$ cat src/sv/spmv_pkg.sv
// Shared types, widths and codes for the sparse matrix-vector multiply unit.
package spmv_pkg;

    localparam int VECTOR_DEPTH = 1024;
    localparam int ADDR_W       = $clog2(VECTOR_DEPTH);

    localparam int FUNC_W = 3;
    localparam int IDX_W  = 10;
    localparam int VAL_W  = 32;
    localparam int FRAC_W = 16;
    localparam int PROD_W = 2 * VAL_W;
    localparam int TERM_W = PROD_W - FRAC_W;
    localparam int SUM_W  = TERM_W + 1;

    // input function codes
    localparam logic [FUNC_W-1:0] FUNC_LOAD_X  = 3'd0;
    localparam logic [FUNC_W-1:0] FUNC_NONZERO = 3'd1;
    localparam logic [FUNC_W-1:0] FUNC_EMPTY   = 3'd2;
    localparam logic [FUNC_W-1:0] FUNC_READ_Y  = 3'd3;
    localparam logic [FUNC_W-1:0] FUNC_RESTART = 3'd4;

    localparam logic signed [VAL_W-1:0] Q_MAX = {1'b0, {(VAL_W-1){1'b1}}};
    localparam logic signed [VAL_W-1:0] Q_MIN = {1'b1, {(VAL_W-1){1'b0}}};

    // operation carried down the pipeline (x loads finish at the front)
    typedef enum logic [2:0] {
        OP_NONE,
        OP_NONZERO,
        OP_EMPTY,
        OP_READ_Y,
        OP_RESTART
    } op_t;

    typedef struct packed {
        logic                    sat;
        logic signed [VAL_W-1:0] val;
    } y_t;

    localparam int Y_W = $bits(y_t);

    typedef struct packed {
        logic                    valid;
        op_t                     op;
        logic [IDX_W-1:0]        index;
        logic signed [VAL_W-1:0] value;
        logic                    line_end;
        logic [IDX_W-1:0]        line_num;
        logic                    in_range;
        logic                    x_zero;
    } s1_t;

    typedef struct packed {
        logic                     valid;
        op_t                      op;
        logic [IDX_W-1:0]         index;
        logic                     line_end;
        logic [IDX_W-1:0]         line_num;
        logic                     in_range;
        logic signed [TERM_W-1:0] term;
        y_t                       y_rd;
    } s2_t;

    typedef struct packed {
        logic              en;
        logic [ADDR_W-1:0] addr;
        y_t                data;
    } ywr_t;

    typedef struct packed {
        logic                    valid;
        logic [IDX_W-1:0]        index;
        logic signed [VAL_W-1:0] value;
        logic                    sat;
    } res_t;

endpackage

$ cat src/sv/spmv_mul.sv
// Multiply stage: Q16.16 product, rounded to nearest, into the accumulate stage.
module spmv_mul (
    input  logic                             aclk,
    input  logic                             aresetn,
    input  logic                             adv,
    input  spmv_pkg::s1_t                    s1,
    input  logic signed [spmv_pkg::VAL_W-1:0] x_rdata,
    input  spmv_pkg::y_t                     y_rdata,
    output spmv_pkg::s2_t                    s2
);
    import spmv_pkg::*;

    localparam logic signed [PROD_W-1:0] ROUND_ADD = PROD_W'(1) << (FRAC_W - 1);

    logic signed [VAL_W-1:0]  x_val;
    logic signed [PROD_W-1:0] prod;
    logic signed [PROD_W-1:0] rounded;
    s2_t                      s2_reg;
    s2_t                      s2_next;

    always_comb begin
        x_val   = s1.x_zero ? '0 : x_rdata;
        prod    = PROD_W'(s1.value) * PROD_W'(x_val);
        // ties go up: add half an lsb, then floor
        rounded = prod + ROUND_ADD;

        s2_next.valid    = s1.valid;
        s2_next.op       = s1.op;
        s2_next.index    = s1.index;
        s2_next.line_end = s1.line_end;
        s2_next.line_num = s1.line_num;
        s2_next.in_range = s1.in_range;
        s2_next.term     = rounded[PROD_W-1:FRAC_W];
        s2_next.y_rd     = y_rdata;
    end

    always_ff @(posedge aclk) begin
        if (!aresetn) begin
            s2_reg.valid <= 1'b0;
        end else if (adv) begin
            s2_reg <= s2_next;
        end
    end

    assign s2 = s2_reg;

endmodule

$ cat config.mk
export PLATFORM = sky130hd
export DESIGN_NAME = spmv_mul
export DESIGN_NICKNAME = d
export VERILOG_FILES = /design/src/sv/spmv_pkg.sv /design/src/sv/spmv_mul.sv
export SDC_FILE = /design/constraint.sdc
export NUM_CORES = 2
export LEC_CHECK = 0
export ABC_CLOCK_PERIOD_IN_PS = 11700
export BUFFER_PORTS_ARGS = -buffer_cell sky130_fd_sc_hd__buf_4
export CAP_MARGIN = 0
export CORE_ASPECT_RATIO = 1.4
export CORE_MARGIN = 3
export CORE_UTILIZATION = 50
export DETAILED_ROUTE_END_ITERATION = 12
export GPL_TIMING_DRIVEN = 0
export PLACE_DENSITY = 0.78
export SLEW_MARGIN = 20
export SYNTH_ARGS = -nofsm -noshare
export SYNTH_HDL_FRONTEND = slang
export SYNTH_SLANG_ARGS = --single-unit
$ cat constraint.sdc
create_clock -name aclk -period 11.7 [get_ports aclk]
set_input_delay 1.17 -clock aclk [delete_from_list [all_inputs] [get_ports aclk]]
set_output_delay 1.17 -clock aclk [all_outputs]
set_load 0.05 [all_outputs]
==> impl_metrics.json <==
{
  "root_buffer": "clkbuf_16",
  "stdcell_count": 5213,
  "place_hpwl_mm": 118,
  "area_growth_pct": 9.01,
  "ys_seq_area_share_pct": 8.22,
  "synth-edff-count": 106,
  "syn_nets": 5305,
  "outcome": "completed",
  "grt_max_degree": 57,
  "period_needed_ns": 11.31,
  "initial_core_util_pct": 50.7,
  "use_met1_pct": 34.7,
  "synth_area_um2": 39000,
  "syn_inst": 3919,
  "yosys_warnings": 0,
  "synth-seq-cells": 107,
  "rsz0062_at_grt": "false",
  "synth_top_cell_area_share_pct": 55.6,
  "finalSetupViolCount": 0,
  "yosysMostFrequentCell": "fa_1",
  "setup_tns_ns": 0,
  "post-cts-setup-buffers": 0,
  "drtIter0Drc": 2066,
  "async_reset_ff_share_pct": 0,
  "synth.area.mux_share_pct": 0.0514,
  "ant_nets": 0,
  "largest_register_ffs": 107,
  "synth_fa_ha_area_share_pct": 61.3,
  "cp_slowest_cell": "nor2b_1",
  "htreeDepth": 3,
  "whs_path_depth": 2,
  "tightest_slew_ns": 1.16,
  "die_w_um": 242,
  "crit_required_ns": 11.84,
  "num_vias": 28997,
  "fin_skew_ns": 0,
  "report.final.slew_viol_count": 0,
  "worstSkewPairLatency_ns": 0.40,
  "die-area_um2": 81400,
  "hold_viol_final": 0,
  "core_um2": 76900,
  "path_common_cell": "fa_1",
  "drc_errors": 0,
  "clock-sinks": 107,
  "cts.path.max_buffers": 2,
  "use_met3_pct": 6.58,
  "routabilityCongestion": 1.05,
  "grt-busiest-layer": "met2",
  "met2_usage_pct": 58.8,
  "wl_per_cell_um": 26.0,
  "antenna_found_initial": 13,
  "avgSynthCellArea_um2": 9.94,
  "worstPathMaxFanout": 10,
  "reg2regPathDepth": 2,
  "die_height_um": 336,
  "endpoint_kind": "flip-flop",
  "synth_top_family_by_area": "adder cells",
  "firstDrtPassIters": 5,
  "cts_buffers": 9,
  "cts_tree": "built",
  "place_inst": 5192,
  "grt_pass1_vias": 32154,
  "synth_compound_area_share_pct": 2.62,
  "crit_arrival_ns": 11.45,
  "min_path_type": "flip-flop to flip-flop",
  "period_share_pct": 96.7,
  "fmax_mhz": 88.4,
  "synthTopCellsByArea": "fa_1, inv_1, and2_1, edfxtp_1, ha_1",
  "num_rows": 120,
  "io_buffers": 233,
  "nets": 5552,
  "synth_ff_type": "edfxtp_1",
  "grt_pass1_wl_mm": 201,
  "yosysTopAreaCell": "fa_1",
  "ios": 234,
  "start_kind": "primary input",
  "grt_overflow": 0,
  "via_per_inst": 5.56,
  "maxCapViolCount": 0,
  "relSlewSlack_pct": 22.4,
  "holdWs_ns": 0.573,
  "synthDistinctLibCells": 59,
  "slowest_delay_ns": 0.97,
  "synthXorXnorAreaFrac_pct": 1.35,
  "synth-simple-area-share_pct": 15.2,
  "globalRouteTotalUtil_pct": 34.4,
  "drive_above_1_share_pct": 6.86,
  "synth_commonest_cells": "fa_1, inv_1, and2_1",
  "cts.clk_slew.worst_paths_ns": 0.08,
  "routed_wl_mm": 136,
  "critical_path_class": "primary input to flip-flop"
}
==> per-layer routing <==
| metal | vias to the layer above | wire (um) |
|---|---|---|
| met3 | 654 | 9340 |
| met2 | 1566 | 66600 |
| li1 | 11704 | - |
| met4 | 18 | 18000 |
| met5 | - | 122 |
| met1 | 15055 | 41600 |
==> stage by stage <==
stage                     util [%]  cell area, um^2  setup slack, ns
after global placement        54.7            42000           -0.707
after global routing          55.3            42500            0.100
final                         55.3            42500            0.390
after CTS                     55.2            42500            0.290
after detailed placement      54.8            42100           -0.445
after floorplan                  -            39000             2.53
==> area by class of cell <==
cell class / count / area, um^2
plain buffers: 198 / 748
diodes: 5 / 12.5
clock inverters: 7 / 119
repair buffers: 236 / 1820
clock buffers: 9 / 225
fillers: 6957 / 34400
well taps: 1037 / 1300
flip-flops and latches: 107 / 3200
multi-input cells: 2643 / 31400
inverters: 971 / 3640
==> path summary, 6_finish.rpt <==
check                           slack, ns    start  endpoint
worst min register to register       0.57  s2[106]   s2[106]
worst max register to register      11.07  s2[106]   s2[106]
worst max-delay path                 0.39    s1[0]    s2[77]
worst min-delay path                 0.57  s2[106]   s2[106]
==> cell usage in the layout, fill, tap and decap left out, types with 7 or more instances in the layout <==
cell type  count
nor2_1        49
nand3_1       14
a21o_1        24
clkbuf_16      9
clkbuf_1     193
o21bai_1       9
edfxtp_1     106
inv_1        971
xnor2_1       35
o21ai_0       25
nor2b_1       29
or2_2          7
and2_1       513
buf_4        233
nor3_1         9
xor2_1        25
fa_1        1081
ha_1         177
a21oi_1       52
nand2_1      506
==> worst max-delay path: cells and delay by family <==
kind                     cells  cell delay [ns]
XOR/XNOR                     1             0.17
adder cells (fa/ha/maj)      9             4.23
AO/OA/AOI/OAI                8             2.76
AND/OR/NAND/NOR              3             1.35
buffers and inverters       10             1.73
==> cell families after synthesis <==
group,after synthesis
adder cells (fa/ha/maj),1259
buffers and inverters,1169
AND/OR/NAND/NOR,1169
AO/OA/AOI/OAI,153
XOR/XNOR,60
multiplexers,2
flip-flops,107
==> timing repair <==
item,CTS,global route
hold buffers,0,0
cloned,0,0
gates resized for setup,1,7
setup endpoints to repair,2,4
Power is not shown: default switching activity piles up to over one toggle a cycle in this logic, so the estimate is an artifact.
