`src/sv/spmv_pkg.sv`:
```
// Shared types, widths and codes for the sparse matrix-vector multiply unit.
package spmv_pkg;

    localparam int VECTOR_DEPTH = 1024;
    localparam int ADDR_W       = $clog2(VECTOR_DEPTH);

    localparam int FUNC_W = 3;
    localparam int IDX_W  = 10;
    localparam int VAL_W  = 32;
    localparam int FRAC_W = 16;
    localparam int PROD_W = 2 * VAL_W;
    localparam int TERM_W = PROD_W - FRAC_W;
    localparam int SUM_W  = TERM_W + 1;

    // input function codes
    localparam logic [FUNC_W-1:0] FUNC_LOAD_X  = 3'd0;
    localparam logic [FUNC_W-1:0] FUNC_NONZERO = 3'd1;
    localparam logic [FUNC_W-1:0] FUNC_EMPTY   = 3'd2;
    localparam logic [FUNC_W-1:0] FUNC_READ_Y  = 3'd3;
    localparam logic [FUNC_W-1:0] FUNC_RESTART = 3'd4;

    localparam logic signed [VAL_W-1:0] Q_MAX = {1'b0, {(VAL_W-1){1'b1}}};
    localparam logic signed [VAL_W-1:0] Q_MIN = {1'b1, {(VAL_W-1){1'b0}}};

    // operation carried down the pipeline (x loads finish at the front)
    typedef enum logic [2:0] {
        OP_NONE,
        OP_NONZERO,
        OP_EMPTY,
        OP_READ_Y,
        OP_RESTART
    } op_t;

    typedef struct packed {
        logic                    sat;
        logic signed [VAL_W-1:0] val;
    } y_t;

    localparam int Y_W = $bits(y_t);

    typedef struct packed {
        logic                    valid;
        op_t                     op;
        logic [IDX_W-1:0]        index;
        logic signed [VAL_W-1:0] value;
        logic                    line_end;
        logic [IDX_W-1:0]        line_num;
        logic                    in_range;
        logic                    x_zero;
    } s1_t;

    typedef struct packed {
        logic                     valid;
        op_t                      op;
        logic [IDX_W-1:0]         index;
        logic                     line_end;
        logic [IDX_W-1:0]         line_num;
        logic                     in_range;
        logic signed [TERM_W-1:0] term;
        y_t                       y_rd;
    } s2_t;

    typedef struct packed {
        logic              en;
        logic [ADDR_W-1:0] addr;
        y_t                data;
    } ywr_t;

    typedef struct packed {
        logic                    valid;
        logic [IDX_W-1:0]        index;
        logic signed [VAL_W-1:0] value;
        logic                    sat;
    } res_t;

endpackage

```
`src/sv/spmv_accum.sv`:
```
// Accumulate stage: saturating add, row sum, y write-back with forwarding, results.
module spmv_accum (
    input  logic           aclk,
    input  logic           aresetn,
    input  logic           adv,
    input  logic           column_mode,
    input  spmv_pkg::s2_t  s2,
    output spmv_pkg::ywr_t ywr,
    output spmv_pkg::res_t res
);
    import spmv_pkg::*;

    logic signed [VAL_W-1:0] acc_reg;
    logic signed [VAL_W-1:0] acc_next;
    logic                    sat_reg;
    logic                    sat_next;
    ywr_t                    wb1_reg;
    ywr_t                    wb2_reg;

    logic [ADDR_W-1:0]       addr;
    y_t                      y_old;
    logic signed [VAL_W-1:0] opnd;
    logic signed [SUM_W-1:0] sum;
    logic                    clip;
    logic signed [VAL_W-1:0] clamped;

    // y entries written on the last two advances are not yet visible in the
    // read data this word carries
    always_comb begin
        addr = ADDR_W'(s2.index);
        if (wb1_reg.en && wb1_reg.addr == addr) begin
            y_old = wb1_reg.data;
        end else if (wb2_reg.en && wb2_reg.addr == addr) begin
            y_old = wb2_reg.data;
        end else begin
            y_old = s2.y_rd;
        end
    end

    always_comb begin
        opnd    = column_mode ? y_old.val : acc_reg;
        sum     = SUM_W'(s2.term) + SUM_W'(opnd);
        clip    = !((&sum[SUM_W-1:VAL_W-1]) || !(|sum[SUM_W-1:VAL_W-1]));
        clamped = clip ? (sum[SUM_W-1] ? Q_MIN : Q_MAX) : sum[VAL_W-1:0];
    end

    always_comb begin
        acc_next  = acc_reg;
        sat_next  = sat_reg;
        res       = '0;
        ywr.en    = 1'b0;
        ywr.addr  = addr;
        ywr.data  = '0;
        if (s2.valid) begin
            unique case (s2.op)
                OP_NONZERO: begin
                    if (!column_mode) begin
                        if (s2.line_end) begin
                            res.valid = 1'b1;
                            res.index = s2.line_num;
                            res.value = clamped;
                            res.sat   = sat_reg | clip;
                            acc_next  = '0;
                            sat_next  = 1'b0;
                        end else begin
                            acc_next = clamped;
                            sat_next = sat_reg | clip;
                        end
                    end else if (s2.in_range) begin
                        ywr.en       = 1'b1;
                        ywr.data.val = clamped;
                        ywr.data.sat = y_old.sat | clip;
                    end
                end
                OP_EMPTY: begin
                    if (!column_mode) begin
                        res.valid = 1'b1;
                        res.index = s2.line_num;
                        res.value = acc_reg;
                        res.sat   = sat_reg;
                        acc_next  = '0;
                        sat_next  = 1'b0;
                    end
                end
                OP_READ_Y: begin
                    res.valid = 1'b1;
                    res.index = s2.index;
                    if (s2.in_range) begin
                        res.value = y_old.val;
                        res.sat   = y_old.sat;
                        ywr.en    = 1'b1;
                    end
                end
                OP_RESTART: begin
                    acc_next = '0;
                    sat_next = 1'b0;
                end
                default: begin
                end
            endcase
        end
    end

    always_ff @(posedge aclk) begin
        if (!aresetn) begin
            acc_reg    <= '0;
            sat_reg    <= 1'b0;
            wb1_reg.en <= 1'b0;
            wb2_reg.en <= 1'b0;
        end else if (adv) begin
            acc_reg <= acc_next;
            sat_reg <= sat_next;
            wb1_reg <= ywr;
            wb2_reg <= wb1_reg;
        end
    end

endmodule

```
`config.mk`:
```
export PLATFORM = sky130hd
export DESIGN_NAME = spmv_accum
export DESIGN_NICKNAME = d
export VERILOG_FILES = /design/src/sv/spmv_pkg.sv /design/src/sv/spmv_accum.sv
export SDC_FILE = /design/constraint.sdc
export NUM_CORES = 1
export LEC_CHECK = 0
export BUFFER_PORTS_ARGS = -buffer_cell sky130_fd_sc_hd__buf_2
export CORE_MARGIN = 4
export CORE_UTILIZATION = 30
export DETAILED_ROUTE_END_ITERATION = 7
export SKIP_LAST_GASP = 1
export SLEW_MARGIN = 20
export SYNTH_ARGS = -nofsm -noshare
export SYNTH_HDL_FRONTEND = slang
export SYNTH_SLANG_ARGS = --single-unit
```
`constraint.sdc`:
```
create_clock -name aclk -period 25.7 [get_ports aclk]
set_input_delay 5.14 -clock aclk [delete_from_list [all_inputs] [get_ports aclk]]
set_output_delay 5.14 -clock aclk [all_outputs]
set_load 0.01 [all_outputs]
```
==> results.toml <==
[hold_path]
whs_path_depth = 0
min_path_type = "reg -> reg"
hold-path-endpoint = "wb2_reg[28]"
hold_start = "wb1_reg[28]"

[worst_setup_path]
path_class = "in -> out"
crit_required_ns = 20.56
path_cells = "buf_2, xnor2_1, nand3_1, nor3_2, buf_4, mux2i_1, o21ai_0, mux2_2, ha_1, fa_1, a211oi_1, o21ai_1, a211oi_1, o22ai_1, o221ai_1, a31oi_1, nor2_1, nor4b_1, nand3_1, nand2_1, a21oi_1, buf_2"
start_kind = "input port"
r2r_end = "wb1_reg[2]"
crit_start = "s2[102]"
slowest_stage = "nand2_1"
r2r_slack_ns = 18.73
cp-end-kind = "primary output"
crit_path_max_fanout = 33
slowest_delay_ns = 0.79
reg2reg_from = "wb2_reg[42]"
cp.arrival_ns = 11.75
worst_r2r_path_depth = 20

[cts]
postCtsSetupRepairBufs = 0
cts_sinks = 121
cts-resized-gates = 0
cts_root_buf = "clkbuf_16"
tritoncts = "built"
clk-insertion-delay-late_ns = 0.42
cts_hold_buf = 0
cts.path.max_buffers = 2
clk_pin_slew_worst_paths_ns = 0.05
h-tree-depth = 4
cts-buffers-inserted = 17

[global_route]
grt_max_degree = 67
grt-ovfl-total = 0
track_usage_pct = 19.3
grt_pass1_vias = 9408
grt_antenna_before_repair = 3
grt_pass1_wl_mm = 55.6

[layout]
n_antenna_cell = 0
utilization_pct = 36.5
final_common_cell = "buf_2"
drive_gt1_share_pct = 21.3
regArea_um2 = 3280
nNetsFinal = 1501
num-fill-cells = 3339
fin_area_um2 = 11900
area_growth_pct = 19.1
multi_input_area_um2 = 6290
mostFrequentLayoutCells = "buf_2, a21oi_1, nand2_1, o21ai_0, nor2_1"

[timing]
max_slew_margin_pct = 35.5
drv_slew = 0
rsz0062_at_grt = "no"
tightest_slew_ns = 0.966
setup_tns_ns = 0
finalHoldViolCount = 0
period_needed_ns = 16.89
setup_viol = 0
skew_ns = 0.00710
fin_crit_sh_pct = 65.7
fmax_mhz = 59.2

[floorplanning]
die_area_um2 = 36300
core_area_um2 = 32700
dieHeight_um = 191
die_x_um = 191
ios = 199
rows = 66
initial_core_util_pct = 30.6

[synth]
synth_top_area_cell = "edfxtp_1"
netlist.area_leader.share_pct = 25.8
netlist_instances = 1197
synth_ff_type = "edfxtp_1"
syn_area_per_cell_um2 = 8.36
ys_seq_area_share_pct = 32.8
ys_seq_elements = 121
synth_area_um2 = 10000
synth.distinct_cells = 66
synth.area.top_cells = "edfxtp_1, a21oi_1, dfxtp_1"
yosys_warnings = 0
synth-edff-count = 86
synth_nets = 1362
synthArstFlopShare_pct = 0

[placed_design]
globalplace.congestion = 1.01
place_area_um2 = 11300
hpwlAfterDp_mm = 27.6
portBuffers = 198

[detailed_routing]
vias = 10200
drc_errors = 0
viasPerCell = 5.70
drt_iter0_drc = 1179
ant_nets = 0
routed_wirelength_mm = 36.6
first_pass_iters = 8
drt-wirelength-per-cell_um = 20.4

[status]
status = "complete, no violations"

[power_and_ir_drop]
power_leakage_uw = 0.00452
vdd_drop_max_mv = 0.0422
p_per_area_nw_per_um2 = 54.6

[run]
max-cap-violations = 0
routing by layer:
metal  wire length, µm  global-route usage, %
met5                45                      0
met2             15900                   29.2
met4               906                   5.83
met1             16200                   27.6
met3              3530                   4.14
critical path, delay by kind of cell:
| family | cells | cell delay [ns] |
|---|---|---|
| fa+ha+maj | 2 | 0.69 |
| buf+inv | 3 | 0.91 |
| mux | 2 | 0.58 |
| simple gates | 6 | 2.13 |
| xor+xnor | 1 | 0.18 |
| compound gates | 8 | 2.06 |
worst max-delay path by stage:
stage | cells after the start | slack, ns | to
CTS | 23 | 8.87 | res[22]
global route | 23 | 8.42 | res[19]
global placement | 22 | 9.00 | ywr[2]
finish | 22 | 8.81 | ywr[2]
detailed placement | 23 | 8.89 | res[22]
floorplan | 20 | 9.95 | ywr[30]
synth_stat cells (3+ instances only):
master    instances
a21oi_1         167
nand2_1         128
o21ai_0         101
nor2_1           89
edfxtp_1         86
clkbuf_1         67
ha_1             53
xnor2_1          43
mux2i_1          38
dfxtp_1          35
mux2_2           32
a211oi_1         31
nand4_1          30
a22o_1           24
a22oi_1          22
inv_1            22
nand3_1          18
xor2_1           18
nor3_1           16
buf_4            13
o211ai_1         12
a21o_1           11
o22ai_1          11
o21bai_1         10
and2_1            9
a31oi_1           8
nor4_1            8
a221oi_1          7
and4_1            7
o21a_1            7
o21ai_1           6
buf_2             5
o221ai_1          5
buf_1             4
nand2b_1          4
nor3b_1           4
or2_2             4
or4_1             4
and3_1            3
report_power, final:
| part | switching [µW] | internal (µW) |
|---|---|---|
| Clock | 86.6 | 176 |
| Combinational | 111 | 56.4 |
| Sequential | 3.82 | 217 |
| Total | 202 | 449 |
per-stage QoR:
stage	power, µW	worst slack (ns)	cells	hold WS [ns]
global route	678	8.42	1791	0.459
CTS	650	8.87	1791	0.448
finish	651	8.81	1791	0.451
detailed placement	388	8.89	1759	0.435
global placement	387	9.00	1759	0.427
floorplan	336	9.95	1197	0.426
kinds of logic after synthesis:
family | Yosys count | synth area share, %
xor+xnor | 61 | 5.34
buf+inv | 112 | 4.75
fa+ha+maj | 54 | 6.83
flops | 121 | 32.8
mux | 70 | 7.40
compound gates | 446 | 27.5
simple gates | 333 | 15.4
layout make-up:
type                    instances  area share, %
repair buffers                209           9.01
clock inverters                10           1.45
flip-flops and latches        121           27.5
clock buffers                  22           3.89
well taps                     442           4.64
inverters                      23          0.724
multi-input cells             964           52.7
(Power assumes the default switching activity.)
